$ cat src/sv/sfr_pkg.sv
`default_nettype none

package sfr_pkg;

    // frame delimiter and control byte of a sequence-zero data frame
    localparam logic [7:0] FLAG_BYTE        = 8'h7e;
    localparam logic [7:0] SEQ_ZERO_CONTROL = 8'h00;

    // payload limit and the counter that tracks it
    localparam int MAX_PAYLOAD = 512;
    localparam int COUNT_W     = $clog2(MAX_PAYLOAD + 1);

    // result field widths
    localparam int BYTE_W = 8;
    localparam int LEN_W  = 10;

    // register indexes on the configuration port
    localparam int CFG_IDX_W = 2;
    localparam logic [CFG_IDX_W-1:0] CFG_ESCAPE_BYTE     = 2'd0;
    localparam logic [CFG_IDX_W-1:0] CFG_STUFF_MASK      = 2'd1;
    localparam logic [CFG_IDX_W-1:0] CFG_SEQ_ONE_CONTROL = 2'd2;

    // register reset values
    localparam logic [7:0] ESCAPE_BYTE_RESET     = 8'h7d;
    localparam logic [7:0] STUFF_MASK_RESET      = 8'h20;
    localparam logic [7:0] SEQ_ONE_CONTROL_RESET = 8'h40;

    // parser phase
    typedef enum logic [2:0] {
        PH_HUNT,
        PH_ADDR,
        PH_CTRL,
        PH_HCHK,
        PH_BODY,
        PH_DROP
    } phase_t;

    // result kind
    typedef enum logic [2:0] {
        K_PAYLOAD = 3'd0,
        K_COMMAND = 3'd1,
        K_GOOD    = 3'd2,
        K_DUP     = 3'd3,
        K_ERROR   = 3'd4
    } kind_t;

endpackage

`default_nettype wire

$ cat src/sv/sfr_byte_if.sv
`default_nettype none

interface sfr_byte_if;
    logic       valid;
    logic       ready;
    logic [7:0] rx_byte;

    modport source (output valid, output rx_byte, input ready);
    modport sink   (input valid, input rx_byte, output ready);
endinterface

`default_nettype wire

$ cat src/sv/sfr_result_if.sv
`default_nettype none

interface sfr_result_if;
    logic                           valid;
    logic                           ready;
    sfr_pkg::kind_t                 kind;
    logic [sfr_pkg::BYTE_W-1:0]     value;
    logic [sfr_pkg::BYTE_W-1:0]     address;
    logic [sfr_pkg::LEN_W-1:0]      length;

    modport source (output valid, output kind, output value, output address,
                    output length, input ready);
    modport sink   (input valid, input kind, input value, input address,
                    input length, output ready);
endinterface

`default_nettype wire

$ cat src/sv/sfr_cfg_if.sv
`default_nettype none

interface sfr_cfg_if;
    logic                              valid;
    logic                              ready;
    logic [sfr_pkg::CFG_IDX_W-1:0]     index;
    logic [7:0]                        wdata;

    modport source (output valid, output index, output wdata, input ready);
    modport sink   (input valid, input index, input wdata, output ready);
endinterface

`default_nettype wire

$ cat src/sv/stuffed_frame_receiver_unit.sv
// Byte stuffed frame receiver.
// rx carries one received serial byte per beat. res carries parsed results:
// destuffed payload bytes (kind payload), command frames, and the frame-end
// outcome (good, duplicate / out of sequence, error) with the control byte,
// address and payload length. cfg writes escape_byte, stuff_mask and
// seq_one_control by index; it is always ready and should only be used
// while the block is idle.
// Throughput: one byte per cycle. Every byte is parsed in the cycle it is
// accepted against the frame state registers; a result appears on res the
// cycle after its triggering byte is accepted, in one output register.
// Stall: rx.ready stays high while the output register is empty or being
// taken in the same cycle; while a result waits on a low res.ready, rx.ready
// is low and no byte is lost.
// Reset: the parser hunts for an opening flag, the expected sequence bit is
// zero, the output register is empty and the registers take their default
// values (escape 0x7d, mask 0x20, sequence-one control 0x40).
`default_nettype none

module stuffed_frame_receiver_unit (
    input  wire              clk,
    input  wire              rst_n,
    sfr_byte_if.sink         rx,
    sfr_result_if.source     res,
    sfr_cfg_if.sink          cfg
);

    localparam int CW = sfr_pkg::COUNT_W;

    // configuration registers
    logic [7:0] escape_byte_reg;
    logic [7:0] stuff_mask_reg;
    logic [7:0] seq_one_control_reg;

    // frame state
    sfr_pkg::phase_t phase_reg, phase_next;
    logic [7:0]      address_reg, address_next;
    logic [7:0]      control_reg, control_next;
    logic            esc_pend_reg, esc_pend_next;
    logic [7:0]      held_byte_reg, held_byte_next;
    logic            held_valid_reg, held_valid_next;
    logic [7:0]      check_reg, check_next;
    logic [CW-1:0]   count_reg, count_next;
    logic            exp_seq_reg, exp_seq_next;

    // output register
    logic                    res_valid_reg, res_valid_next;
    sfr_pkg::kind_t          res_kind_reg, res_kind_next;
    logic [7:0]              res_value_reg, res_value_next;
    logic [7:0]              res_address_reg, res_address_next;
    logic [sfr_pkg::LEN_W-1:0] res_length_reg, res_length_next;
    logic                    emit;

    // byte decode
    logic       rx_accept;
    logic       is_flag;
    logic       in_seq;
    logic       have_d;
    logic [7:0] d_byte;
    logic       at_limit;
    logic       is_command;
    logic       end_bad;

    assign rx.ready  = !res_valid_reg || res.ready;
    assign rx_accept = rx.valid && rx.ready;
    assign cfg.ready = 1'b1;

    assign is_flag  = (rx.rx_byte == sfr_pkg::FLAG_BYTE);
    assign in_seq   = (control_reg == (exp_seq_reg ? seq_one_control_reg
                                                   : sfr_pkg::SEQ_ZERO_CONTROL));
    assign at_limit = (count_reg >= CW'(sfr_pkg::MAX_PAYLOAD));
    assign is_command = (count_reg == '0) && !held_valid_reg && !esc_pend_reg;
    assign end_bad  = esc_pend_reg || !held_valid_reg || (held_byte_reg != check_reg);

    // destuffing: an escape is swallowed, the byte after it is unmasked
    assign have_d = esc_pend_reg || (rx.rx_byte != escape_byte_reg);
    assign d_byte = esc_pend_reg ? (rx.rx_byte ^ stuff_mask_reg) : rx.rx_byte;

    // next phase
    always_comb
    begin
        phase_next = phase_reg;
        if (rx_accept)
        begin
            case (phase_reg)
                sfr_pkg::PH_HUNT:
                begin
                    if (is_flag)
                        phase_next = sfr_pkg::PH_ADDR;
                end
                sfr_pkg::PH_ADDR:
                begin
                    if (!is_flag)
                        phase_next = sfr_pkg::PH_CTRL;
                end
                sfr_pkg::PH_CTRL:
                    phase_next = sfr_pkg::PH_HCHK;
                sfr_pkg::PH_HCHK:
                begin
                    if (rx.rx_byte == (address_reg ^ control_reg))
                        phase_next = sfr_pkg::PH_BODY;
                    else
                        phase_next = sfr_pkg::PH_HUNT;
                end
                sfr_pkg::PH_BODY:
                begin
                    if (is_flag)
                        phase_next = sfr_pkg::PH_ADDR;
                    else if (have_d && held_valid_reg && at_limit)
                        phase_next = sfr_pkg::PH_DROP;
                end
                sfr_pkg::PH_DROP:
                begin
                    if (is_flag)
                        phase_next = sfr_pkg::PH_ADDR;
                end
                default:
                    phase_next = sfr_pkg::PH_HUNT;
            endcase
        end
    end

    // frame datapath and result selection
    always_comb
    begin
        address_next    = address_reg;
        control_next    = control_reg;
        esc_pend_next   = esc_pend_reg;
        held_byte_next  = held_byte_reg;
        held_valid_next = held_valid_reg;
        check_next      = check_reg;
        count_next      = count_reg;
        exp_seq_next    = exp_seq_reg;
        emit            = 1'b0;
        res_kind_next   = res_kind_reg;
        res_value_next  = res_value_reg;
        res_length_next = res_length_reg;
        if (rx_accept)
        begin
            case (phase_reg)
                sfr_pkg::PH_ADDR:
                begin
                    if (!is_flag)
                        address_next = rx.rx_byte;
                end
                sfr_pkg::PH_CTRL:
                    control_next = rx.rx_byte;
                sfr_pkg::PH_HCHK:
                begin
                    if (rx.rx_byte == (address_reg ^ control_reg))
                    begin
                        esc_pend_next   = 1'b0;
                        held_valid_next = 1'b0;
                        held_byte_next  = '0;
                        check_next      = '0;
                        count_next      = '0;
                    end
                end
                sfr_pkg::PH_BODY:
                begin
                    if (is_flag)
                    begin
                        emit            = 1'b1;
                        res_value_next  = control_reg;
                        res_length_next = sfr_pkg::LEN_W'(count_reg);
                        if (is_command)
                        begin
                            res_kind_next   = sfr_pkg::K_COMMAND;
                            res_length_next = '0;
                        end
                        else if (!in_seq)
                            res_kind_next = sfr_pkg::K_DUP;
                        else if (end_bad)
                            res_kind_next = sfr_pkg::K_ERROR;
                        else
                        begin
                            res_kind_next = sfr_pkg::K_GOOD;
                            exp_seq_next  = !exp_seq_reg;
                        end
                    end
                    else if (!have_d)
                        esc_pend_next = 1'b1;
                    else
                    begin
                        esc_pend_next = 1'b0;
                        if (!held_valid_reg)
                        begin
                            held_byte_next  = d_byte;
                            held_valid_next = 1'b1;
                        end
                        else if (!at_limit)
                        begin
                            // commit the held byte, hold the new one back
                            count_next     = count_reg + CW'(1);
                            check_next     = check_reg ^ held_byte_reg;
                            held_byte_next = d_byte;
                            if (in_seq)
                            begin
                                emit            = 1'b1;
                                res_kind_next   = sfr_pkg::K_PAYLOAD;
                                res_value_next  = held_byte_reg;
                                res_length_next = '0;
                            end
                        end
                    end
                end
                sfr_pkg::PH_DROP:
                begin
                    if (is_flag)
                    begin
                        emit            = 1'b1;
                        res_value_next  = control_reg;
                        res_length_next = sfr_pkg::LEN_W'(count_reg);
                        if (!in_seq)
                            res_kind_next = sfr_pkg::K_DUP;
                        else
                            res_kind_next = sfr_pkg::K_ERROR;
                    end
                end
                default:
                begin
                end
            endcase
        end
    end

    // output register handshake
    assign res_address_next = emit ? address_reg : res_address_reg;
    assign res_valid_next   = emit || (res_valid_reg && !res.ready);

    assign res.valid   = res_valid_reg;
    assign res.kind    = res_kind_reg;
    assign res.value   = res_value_reg;
    assign res.address = res_address_reg;
    assign res.length  = res_length_reg;

    // configuration writes
    always_ff @(posedge clk or negedge rst_n)
    begin
        if (!rst_n)
        begin
            escape_byte_reg     <= sfr_pkg::ESCAPE_BYTE_RESET;
            stuff_mask_reg      <= sfr_pkg::STUFF_MASK_RESET;
            seq_one_control_reg <= sfr_pkg::SEQ_ONE_CONTROL_RESET;
        end
        else if (cfg.valid && cfg.ready)
        begin
            case (cfg.index)
                sfr_pkg::CFG_ESCAPE_BYTE:     escape_byte_reg     <= cfg.wdata;
                sfr_pkg::CFG_STUFF_MASK:      stuff_mask_reg      <= cfg.wdata;
                sfr_pkg::CFG_SEQ_ONE_CONTROL: seq_one_control_reg <= cfg.wdata;
                default:
                begin
                end
            endcase
        end
    end

    // frame state and result valid
    always_ff @(posedge clk or negedge rst_n)
    begin
        if (!rst_n)
        begin
            phase_reg      <= sfr_pkg::PH_HUNT;
            address_reg    <= '0;
            control_reg    <= '0;
            esc_pend_reg   <= 1'b0;
            held_byte_reg  <= '0;
            held_valid_reg <= 1'b0;
            check_reg      <= '0;
            count_reg      <= '0;
            exp_seq_reg    <= 1'b0;
            res_valid_reg  <= 1'b0;
        end
        else
        begin
            phase_reg      <= phase_next;
            address_reg    <= address_next;
            control_reg    <= control_next;
            esc_pend_reg   <= esc_pend_next;
            held_byte_reg  <= held_byte_next;
            held_valid_reg <= held_valid_next;
            check_reg      <= check_next;
            count_reg      <= count_next;
            exp_seq_reg    <= exp_seq_next;
            res_valid_reg  <= res_valid_next;
        end
    end

    // result payload
    always_ff @(posedge clk)
    begin
        res_kind_reg    <= res_kind_next;
        res_value_reg   <= res_value_next;
        res_address_reg <= res_address_next;
        res_length_reg  <= res_length_next;
    end

    // a flag in the body always ends the frame with a result
    a_flag_ends_frame: assert property (@(posedge clk) disable iff (!rst_n)
        rx_accept && is_flag && phase_reg == sfr_pkg::PH_BODY |=> res_valid_reg)
        else $error("flag in body gave no result");

    // the payload counter never passes the limit
    a_count_limit: assert property (@(posedge clk) disable iff (!rst_n)
        count_reg <= CW'(sfr_pkg::MAX_PAYLOAD))
        else $error("payload count above limit");

    // dropping only happens once the limit is reached with a byte held
    a_drop_at_limit: assert property (@(posedge clk) disable iff (!rst_n)
        phase_reg == sfr_pkg::PH_DROP |-> held_valid_reg && at_limit)
        else $error("drop phase without full payload");

    // a byte is never taken while a stalled result sits in the register
    a_no_overrun: assert property (@(posedge clk) disable iff (!rst_n)
        res_valid_reg && !res.ready |-> !rx_accept)
        else $error("byte accepted over stalled result");

endmodule

`default_nettype wire
$ cat src/flat_wrapper.sv
// flat-port wrapper written by rule: the top's interface ports become plain ports
module stuffed_frame_receiver_unit_flat 
  (clk, rst_n, rx_valid, rx_rx_byte, rx_ready, res_valid, res_kind, res_value, res_address, res_length, res_ready, cfg_valid, cfg_index, cfg_wdata, cfg_ready);
  sfr_byte_if rx_i ();
  sfr_result_if res_i ();
  sfr_cfg_if cfg_i ();
  input  wire clk;
  input  wire rst_n;
  input wire logic [$bits(rx_i.valid)-1:0] rx_valid;
  input wire logic [$bits(rx_i.rx_byte)-1:0] rx_rx_byte;
  output wire logic [$bits(rx_i.ready)-1:0] rx_ready;
  output wire logic [$bits(res_i.valid)-1:0] res_valid;
  output wire logic [$bits(res_i.kind)-1:0] res_kind;
  output wire logic [$bits(res_i.value)-1:0] res_value;
  output wire logic [$bits(res_i.address)-1:0] res_address;
  output wire logic [$bits(res_i.length)-1:0] res_length;
  input wire logic [$bits(res_i.ready)-1:0] res_ready;
  input wire logic [$bits(cfg_i.valid)-1:0] cfg_valid;
  input wire logic [$bits(cfg_i.index)-1:0] cfg_index;
  input wire logic [$bits(cfg_i.wdata)-1:0] cfg_wdata;
  output wire logic [$bits(cfg_i.ready)-1:0] cfg_ready;
  assign rx_i.valid = rx_valid;
  assign rx_i.rx_byte = rx_rx_byte;
  assign rx_ready = rx_i.ready;
  assign res_valid = res_i.valid;
  assign res_kind = res_i.kind;
  assign res_value = res_i.value;
  assign res_address = res_i.address;
  assign res_length = res_i.length;
  assign res_i.ready = res_ready;
  assign cfg_i.valid = cfg_valid;
  assign cfg_i.index = cfg_index;
  assign cfg_i.wdata = cfg_wdata;
  assign cfg_ready = cfg_i.ready;
  stuffed_frame_receiver_unit u_core (.clk(clk), .rst_n(rst_n), .rx(rx_i), .res(res_i), .cfg(cfg_i));
endmodule
$ cat config.mk
export PLATFORM = sky130hd
export DESIGN_NAME = stuffed_frame_receiver_unit_flat
export DESIGN_NICKNAME = d
export VERILOG_FILES = /design/src/sv/sfr_pkg.sv /design/src/sv/sfr_byte_if.sv /design/src/sv/sfr_result_if.sv /design/src/sv/sfr_cfg_if.sv /design/src/sv/stuffed_frame_receiver_unit.sv /design/src/flat_wrapper.sv
export SDC_FILE = /design/constraint.sdc
export NUM_CORES = 1
export LEC_CHECK = 0
export BUFFER_PORTS_ARGS = -buffer_cell sky130_fd_sc_hd__buf_2
export CAP_MARGIN = 25
export CORE_ASPECT_RATIO = 2
export CORE_MARGIN = 2
export CORE_UTILIZATION = 27
export DETAILED_ROUTE_END_ITERATION = 8
export HOLD_SLACK_MARGIN = 0.05
export PLACE_DENSITY_LB_ADDON = 0.25
export SLEW_MARGIN = 10
export SYNTH_ARGS = -nofsm -noshare
export SYNTH_HDL_FRONTEND = slang
export SYNTH_SLANG_ARGS = --single-unit
$ cat constraint.sdc
create_clock -name clk -period 6.2 [get_ports clk]
set_input_delay 0.31 -clock clk [delete_from_list [all_inputs] [get_ports clk]]
set_output_delay 0.31 -clock clk [all_outputs]
set_load 0.005 [all_outputs]
# ---- Word level (Yosys, flattened, before mapping)
# Cells that the tools add are included.
dict set report word_totals {
  ff_bits 102
  latchBits 0
  mem_bits_rw 0
  rom_bits 0
  inputBits 23
  out_inout_bits 32
  word_cells 151
  mem_count 0
}
dict set report op_classes {
  n_addsub 1
  mul 0
  n_div 0
  order_cmp 1
  eq_ne 26
  shifts 0
  mux 66
  bitwise_logic 6
  n_reduce_logical 34
}
# op n
set ops {}
lappend ops {{two-way mux 8 bit} 17}
lappend ops {{two-way mux 10 bit} 12}
lappend ops {{case mux 8 bit (2 select lines)} 3}
lappend ops {{two-way mux 3 bit} 15}
lappend ops {{case mux 10 bit (2 select lines)} 2}
lappend ops {{bitwise XOR 8 bit} 3}
lappend ops {{== test 8 bit} 2}
lappend ops {{!= test 8 bit} 2}
lappend ops {{case mux 3 bit (5 select lines)} 1}
lappend ops {{AND reduction 7 bit} 2}
lappend ops {{two-way mux 1 bit} 12}
lappend ops {{!= test 3 x 1 -> 1 bit (second input constant)} 4}
lappend ops {{AND reduction 6 bit} 2}
lappend ops {{adder 10 x 1 -> 10 bit (second input constant)} 1}
lappend ops {{>= comparator 10 bit (second input constant)} 1}
lappend ops {{logical NOT 10 bit} 1}
lappend ops {{!= test 2 x 1 -> 1 bit (second input constant)} 5}
lappend ops {{== test 8 x 7 -> 1 bit (second input constant)} 1}
lappend ops {{AND reduction 2 bit} 4}
lappend ops {{AND reduction 4 bit} 2}
lappend ops {{== test 3 x 2 -> 1 bit (second input constant)} 2}
lappend ops {{== test 3 bit (second input constant)} 2}
lappend ops {{logical AND 1 bit} 6}
lappend ops {{!= test 2 bit (second input constant)} 3}
lappend ops {{other kinds (16)} 29}

# ---- Logic depth before layout (Yosys ltp)
# Gate-level depths: netlist of the first run.
dict set report depth {
  depth_word 10
  mapped_depth 9
  mapped_depth_nobuf 8
}

# ---- Worst setup path after synthesis of the first run
# No wires, ideal clock.
dict set report synth_timing {
  path_type {flip-flop to flip-flop}
  startpoint {register u_core.seq_one_control_reg[6]}
  endpoint {register u_core.res_kind_reg[0], in the netlist u_core.res.kind[0] (enable)}
  setup_ps 399
  arrival_time_ps 2490
  t_required_ps 5801
  setup_slack_ps 3311
  stages_incl_launch_ff 7
  n_path_buf 0
  synth_period_minus_slack_ps 2889
  cell_sequence {dfstp_2 -> nor4bb_1 -> a31o_2 -> a22oi_1 -> nor4_2 -> a31oi_1 -> nor2_1}
}
dict set report synth_between {
  elab_chain_cells 4
}
# item line_no
set synth_rtl {}
lappend synth_rtl {{start: declaration} stuffed_frame_receiver_unit.sv:32} ;# logic [7:0] seq_one_control_reg;
lappend synth_rtl {{start signal: assignment} stuffed_frame_receiver_unit.sv:243} ;# seq_one_control_reg <= sfr_pkg::SEQ_ONE_CONTROL_RESET;
lappend synth_rtl {{start signal: assignment} stuffed_frame_receiver_unit.sv:250} ;# sfr_pkg::CFG_SEQ_ONE_CONTROL: seq_one_control_reg <= cfg.wdata;
lappend synth_rtl {{two-way mux 8 bit} stuffed_frame_receiver_unit.sv:68} ;# assign in_seq = (control_reg == (exp_seq_reg ? seq_one_control_reg
lappend synth_rtl {{== test 8 bit} stuffed_frame_receiver_unit.sv:68}
lappend synth_rtl {{!= test 3 x 1 -> 1 bit (no source line)} n/a}
lappend synth_rtl {{AND reduction 7 bit (no source line)} n/a}
lappend synth_rtl {{end signal: assignment} stuffed_frame_receiver_unit.sv:292} ;# res_kind_reg <= res_kind_next;
lappend synth_rtl {{end: declaration} stuffed_frame_receiver_unit.sv:47} ;# sfr_pkg::kind_t res_kind_reg, res_kind_next;
# No other way between the ends.
# A chain may end at the register's enable or synchronous reset.

# ---- Worst setup path after layout of the first run
dict set report layout_timing {
  startpoint {register u_core.seq_one_control_reg[6]}
  endpoint {register u_core.res_address_reg[2], in the netlist u_core.res.address[2] (enable)}
}
dict set report layout_between {
  elab_chain_cells 9
}
# item line_no
set layout_rtl {}
lappend layout_rtl {{two-way mux 8 bit} stuffed_frame_receiver_unit.sv:68}
lappend layout_rtl {{== test 8 bit} stuffed_frame_receiver_unit.sv:68}
lappend layout_rtl {{two-way mux 1 bit} stuffed_frame_receiver_unit.sv:196} ;# if (in_seq)
lappend layout_rtl {{two-way mux 1 bit} stuffed_frame_receiver_unit.sv:190} ;# else if (!at_limit)
lappend layout_rtl {{two-way mux 1 bit} stuffed_frame_receiver_unit.sv:185} ;# if (!held_valid_reg)
lappend layout_rtl {{two-way mux 1 bit} stuffed_frame_receiver_unit.sv:180} ;# else if (!have_d)
lappend layout_rtl {{two-way mux 1 bit} stuffed_frame_receiver_unit.sv:160} ;# if (is_flag)
lappend layout_rtl {{case mux 1 bit (2 select lines)} stuffed_frame_receiver_unit.sv:139} ;# case (phase_reg)
lappend layout_rtl {{two-way mux 1 bit} stuffed_frame_receiver_unit.sv:137} ;# if (rx_accept)
lappend layout_rtl {{named net u_core.emit} stuffed_frame_receiver_unit.sv:51} ;# logic emit;
lappend layout_rtl {{end signal: assignment} stuffed_frame_receiver_unit.sv:294} ;# res_address_reg <= res_address_next;
lappend layout_rtl {{end: declaration} stuffed_frame_receiver_unit.sv:49} ;# logic [7:0] res_address_reg, res_address_next;
# The timed path passes the listed nets, and every way through them passes these cells.

==> metrics.cfg, run 1 <==
[routing]
drt_iter0_drc=255
vias=3405
via_per_inst=4.993
drt_first_pass_iters=4
drt_wl_total_mm=13.18
drcViolationCount=0
ant_nets=0
wl_per_cell_um=19.32

[power]
vdd_drop_max_mv=0.1588
switching_power_uw=607.6
p_comb_share_pct=21.8
p_int_mw=1.450
power.density_nw_per_um2=354.1
p_sw_share_pct=29.53
power_frac_clock_pct=32.1
seq_power_share_pct=46.1
p_leak_nw=2.406
p_total_mw=2.058

[floorplanning]
die_w_um=99.69
die_area_um2=19480
die_h_um=195.4
rows=70
initial_core_util_pct=27.27
coreArea_um2=18130
top_level_ports=55

[setup_path]
cp-endpoint=u_core.res.address[2]
end_kind=flop
worstPathRequired_ns=6.18
reg2reg_to=u_core.res.address[2]
crit_type=reg -> reg
path_max_fanout=8
worstSetupPathDepth=6
worstReg2RegStart=u_core.seq_one_control_reg[6]
crit_arrival_ns=2.81
slowest_stage=nor2_1
critical-path-top-delay-family=simple AND/OR/NAND/NOR gates
crit_buf_inv=0
ff2ff_setup_slack_ns=3.38
path_cells=nor4bb_1 -> a31o_2 -> a22oi_1 -> nor4_2 -> a31oi_1 -> nor2_1
startpoint=u_core.seq_one_control_reg[6]
critPathMaxStageDelay_ns=0.59
start_kind=flop
rr_worst_depth=6

[layout]
drive_gt1_share_pct=30.69
multi_input_area_um2=2121
nets=486
postLayoutCoreUtil_pct=32.05
register_area_um2=2708
antenna_cells=0
area_delta_synth_final_pct=17.51
fill_cells=1802

[synth]
ys_seq_area_share_pct=54.76
synth_ff_type=dfrtp_1
synth_top_area_share_pct=32.89
netlist_top_cells_area=dfrtp_1, edfxtp_1, mux2_2
synth_nets=432
synth-seq-cells=102
synth.cell_area_um2=4945
ys.warnings.count=0
synth_enable_flop_cells=29
synth_cell_types=55
synth_top_area_cell=dfrtp_1
yosysMostFrequentCell=dfrtp_1
async_flop_share_pct=71.57
synth_cells=407
synth_area_per_cell_um2=12.15
netlist_top_cells_count=dfrtp_1, mux2_2, nand2_1

[clocking]
htree_levels=3
clkSinkCount=102
hold_buffers=0
cts_tree=done
path_clk_slew_ns=0.07
clock_latency_ns=0.36
cts_buffers=9
ctsResizeCount=0
clockBufferDepth=2
post-cts-setup-buffers=0
clock-root-buffer=clkbuf_16

[timing]
period_share_pct=45.53
fin_skew_ns=0.01488
hold_viol_final=0
worstMarginPinSlew_ns=0.7842
fin_tns_setup_ns=0
setup_viol=0
rsz0062_at_grt=false
drv_slew=0
setup_slack_ns=3.377
relSlewSlack_pct=47.59
worst_hold_slack_ns=0.2360
max_freq_ghz=0.3543
timing.final.crit_period_ns=2.823

[global_routing]
antenna_found_initial=0
grt_first_pass_wirelength_mm=20.40
grt_overflow_total=0
grt_pass1_vias=3521
grtUsageTotal_pct=14.14
grt_max_degree=74

[status]
status=completed

[placement]
dp_slack_ns=3.082
dp_hpwl_mm=10.11
gp_congestion=0.8202
numPortBuffers=53

[run]
cap_violations=0

[hold_path]
hp-class=in -> reg

## layout make-up
cell class / instances / share of cell area, %
Inverter: 8 / 0.5168
Clock buffer: 11 / 4.177
Clock inverter: 5 / 1.830
Sequential cell: 102 / 46.60
Tap cell: 216 / 4.651
Multi-Input combinational cell: 282 / 36.50
Timing Repair Buffer: 58 / 5.728
## layer usage
metal / vias to the layer above / GRT usage [%] / share of wire (%)
li1: 1582 / - / -
met1: 1709 / 13.56 / 33
met2: 85 / 27.18 / 58
met3: 29 / 1.933 / 2.6
met4: 0 / 9.031 / 5.5
met5: - / 0 / 0
## per-stage QoR
| step | cell area, um2 | std cells |
|---|---|---|
| 3_3_place_gp | 5409 | 663 |
| 6_report | 5811 | 682 |
| 5_1_grt | 5811 | 682 |
| 2_1_floorplan | 4945 | 407 |
| 3_5_place_dp | 5409 | 663 |
| 4_1_cts | 5758 | 679 |
## cell usage in the layout, fill, tap and decap left out, types with 9 or more instances in the layout
master | netlist | routed
nand2_1 | 35 | 35
o21ai_1 | 10 | 10
buf_2 | 3 | 53
mux2_2 | 48 | 48
and3_1 | 9 | 9
dfrtp_1 | 65 | 65
o21ai_0 | 29 | 29
xnor2_1 | 21 | 21
nand3_1 | 10 | 10
clkbuf_16 | 0 | 9
nor2_1 | 29 | 28
edfxtp_1 | 29 | 29
## worst min path at each step
stage                        start                            end  cells after the start
3_5_place_dp   u_core.check_reg[4]            u_core.check_reg[4]                      1
4_1_cts               cfg_wdata[2]       u_core.stuff_mask_reg[2]                      2
5_1_grt               cfg_wdata[3]       u_core.stuff_mask_reg[3]                      2
2_1_floorplan                rst_n          u_core.address_reg[0]                      0
6_report              cfg_wdata[3]  u_core.seq_one_control_reg[3]                      2
3_3_place_gp   u_core.check_reg[6]            u_core.check_reg[6]                      1
## cells by family (layout without fill, tap and decap cells)
family / after synthesis / in the layout / share of synthesized area, %
compound gates: 75 / 75 / 9.641
xor+xnor: 37 / 37 / 8.780
mux: 48 / 48 / 10.93
fa+ha+maj: 2 / 2 / 0.5060
buf+inv: 23 / 82 / 2.404
other cells: 1 / 1 / 0.07584
flops: 102 / 102 / 54.76
simple gates: 119 / 119 / 12.91
## power groups by stage
stage	Sequential [mW]	Combinational, mW	Clock [mW]
detailed placement	0.963	0.451	0
CTS	0.949	0.453	0.674
floorplan	0.895	0.361	0
global route	0.964	0.491	0.700
finish	0.949	0.448	0.660
global placement	0.953	0.444	0
Note: power is estimated with default switching activity, not from simulation.
==> inputs of run 2 (changes only) <==
==> constraint.sdc (replaced) <==
create_clock -name clk -period 2.7 [get_ports clk]
set_input_delay 0.135 -clock clk [delete_from_list [all_inputs] [get_ports clk]]
set_output_delay 0.135 -clock clk [all_outputs]
set_load 0.005 [all_outputs]
==> run 2 against run 1 <==
- hold slack got worse by 0.18 ns
- total power is 120% higher
- first-iteration DRC count fell by 14%
- fmax grew 20%
- cell area is 0.34% lower
- clock skew decreased by 0.0037 ns
- critical endpoint is now u_core.res.value[1]
- worst setup slack worse by 3.0 ns
- core utilization decreased by 0.11 points
- clock power grew 97%
- largest cell class unchanged
- routed wire length fell by 2.2%
- critical path type unchanged
==> metrics.cfg, run 2 (synthesis gave the netlist of run 1 again) <==
[clocking]
ctsResizeCount=0
path_clk_slew_ns=0.07
clock_latency_ns=0.35
clock-root-buffer=clkbuf_16
clockBufferDepth=2
post-cts-setup-buffers=0
cts_buffers=9
cts_tree=done
hold_buffers=3
clkSinkCount=102
htree_levels=3

[routing]
drt_iter0_drc=219
wl_met3_um=364
drt_wl_total_mm=12.89
vias=3371
drt_first_pass_iters=4
wl_per_cell_um=18.80
drcViolationCount=0
dr.max_layer_used=met4
via_per_inst=4.914
ant_nets=0
wl_met1_mm=4.314
wl_met2_mm=7.574

[hold_path]
holdCritStartpoint=cfg_wdata[5]
hp-class=in -> reg
min_to=u_core.seq_one_control_reg[5]
hold_path_depth=2

[placement]
dpl_cell_area_um2=5472
numPortBuffers=53
dp_hpwl_mm=9.906
dp_slack_ns=0.3555
gp_congestion=0.8452

[layout]
nets=491
antenna_cells=0
final_common_cell=dfrtp_1
fill_cells=1805
final_cell_mix=dfrtp_1, buf_2, mux2_2
area_delta_synth_final_pct=17.11
drive_gt1_share_pct=30.85
register_area_um2=2708
multi_input_area_um2=2121
final_area_um2=5791

[global_routing]
antenna_found_initial=0
grtUsageTotal_pct=14.03
grt_max_degree=74
grt_pass1_vias=3600
grt_first_pass_wirelength_mm=20.37
grt_overflow_total=0

[setup_path]
start_kind=flop
rr_worst_depth=7
worstReg2RegStart=u_core.seq_one_control_reg[6]
ff2ff_setup_slack_ns=0.35
worstPathRequired_ns=2.76
end_kind=flop
path_max_fanout=21
crit_arrival_ns=2.40
reg2reg_to=u_core.res.value[1]
crit_type=reg -> reg

[floorplanning]
die_area_um2=19480
die_w_um=99.69
top_level_ports=55
coreArea_um2=18130
initial_core_util_pct=27.27
rows=70
die_h_um=195.4

[power]
p_sw_share_pct=31.03
p_int_mw=3.115
p_leak_nw=2.401
power_frac_clock_pct=28.7
seq_power_share_pct=48.5
vdd_drop_max_mv=0.3331
p_comb_share_pct=22.7
p_total_mw=4.516
switching_power_mw=1.401
power.density_nw_per_um2=779.9

[timing]
worstMarginPinSlew_ns=0.7445
relSlewSlack_pct=50.15
fin_skew_ns=0.01122
rsz0062_at_grt=false
drv_slew=0
max_freq_ghz=0.4262
period_share_pct=86.90
timing.final.crit_period_ns=2.346
fin_tns_setup_ns=0
worst_hold_slack_ns=0.06089
setup_slack_ns=0.3536
hold_viol_final=0
setup_viol=0

[run]
cap_violations=0

[status]
status=completed

==> run 2: worst max path at each step <==
stage / to / cells after the start / start
after CTS: u_core.res.kind[1] / 7 / u_core.seq_one_control_reg[6]
after global placement: u_core.res.value[5] / 7 / u_core.seq_one_control_reg[6]
after global routing: u_core.res.value[1] / 7 / u_core.control_reg[5]
after detailed placement: u_core.res.length[0] / 7 / u_core.seq_one_control_reg[6]
final: u_core.res.value[1] / 7 / u_core.seq_one_control_reg[6]
after floorplan: u_core.res.kind[0] / 6 / u_core.seq_one_control_reg[6]
==> run 2: power groups by stage <==
stage | sequential, mW | clock (mW) | combinational (mW)
floorplan | 2.05 | 0 | 0.830
global placement | 2.20 | 0 | 1.02
detailed placement | 2.22 | 0 | 1.04
CTS | 2.19 | 1.34 | 1.05
global route | 2.22 | 1.39 | 1.13
finish | 2.19 | 1.30 | 1.03
==> run 2: per-layer routing <==
layer,track usage [%],vias up
li1,-,1588
met1,13.72,1672
met2,26.93,87
met3,2.004,24
met4,8.321,0
met5,0,-
==> run 2: layout make-up <==
cell class / count / area share, %
Multi-Input combinational cell: 282 / 36.62
Tap cell: 216 / 4.667
Inverter: 8 / 0.5186
Clock inverter: 5 / 1.037
Timing Repair Buffer: 63 / 6.439
Sequential cell: 102 / 46.76
Clock buffer: 10 / 3.954
==> run 2: worst max-delay path, cell delays in order, from the launching register on <==
cell and delay (ns):
dfstp_2 0.56, nor4bb_1 0.27, a31o_2 0.15, a22oi_1 0.09
nor4_2 0.41, a31oi_1 0.21, nor2_2 0.17, buf_12 0.18
==> run 2: per-stage QoR <==
| stage | util [%] | cells |
|---|---|---|
| 3_5_place_dp | 30.18 | 668 |
| 5_1_grt | 31.94 | 686 |
| 6_report | 31.94 | 686 |
| 2_1_floorplan | - | 407 |
| 4_1_cts | 31.94 | 686 |
| 3_3_place_gp | 30.18 | 668 |
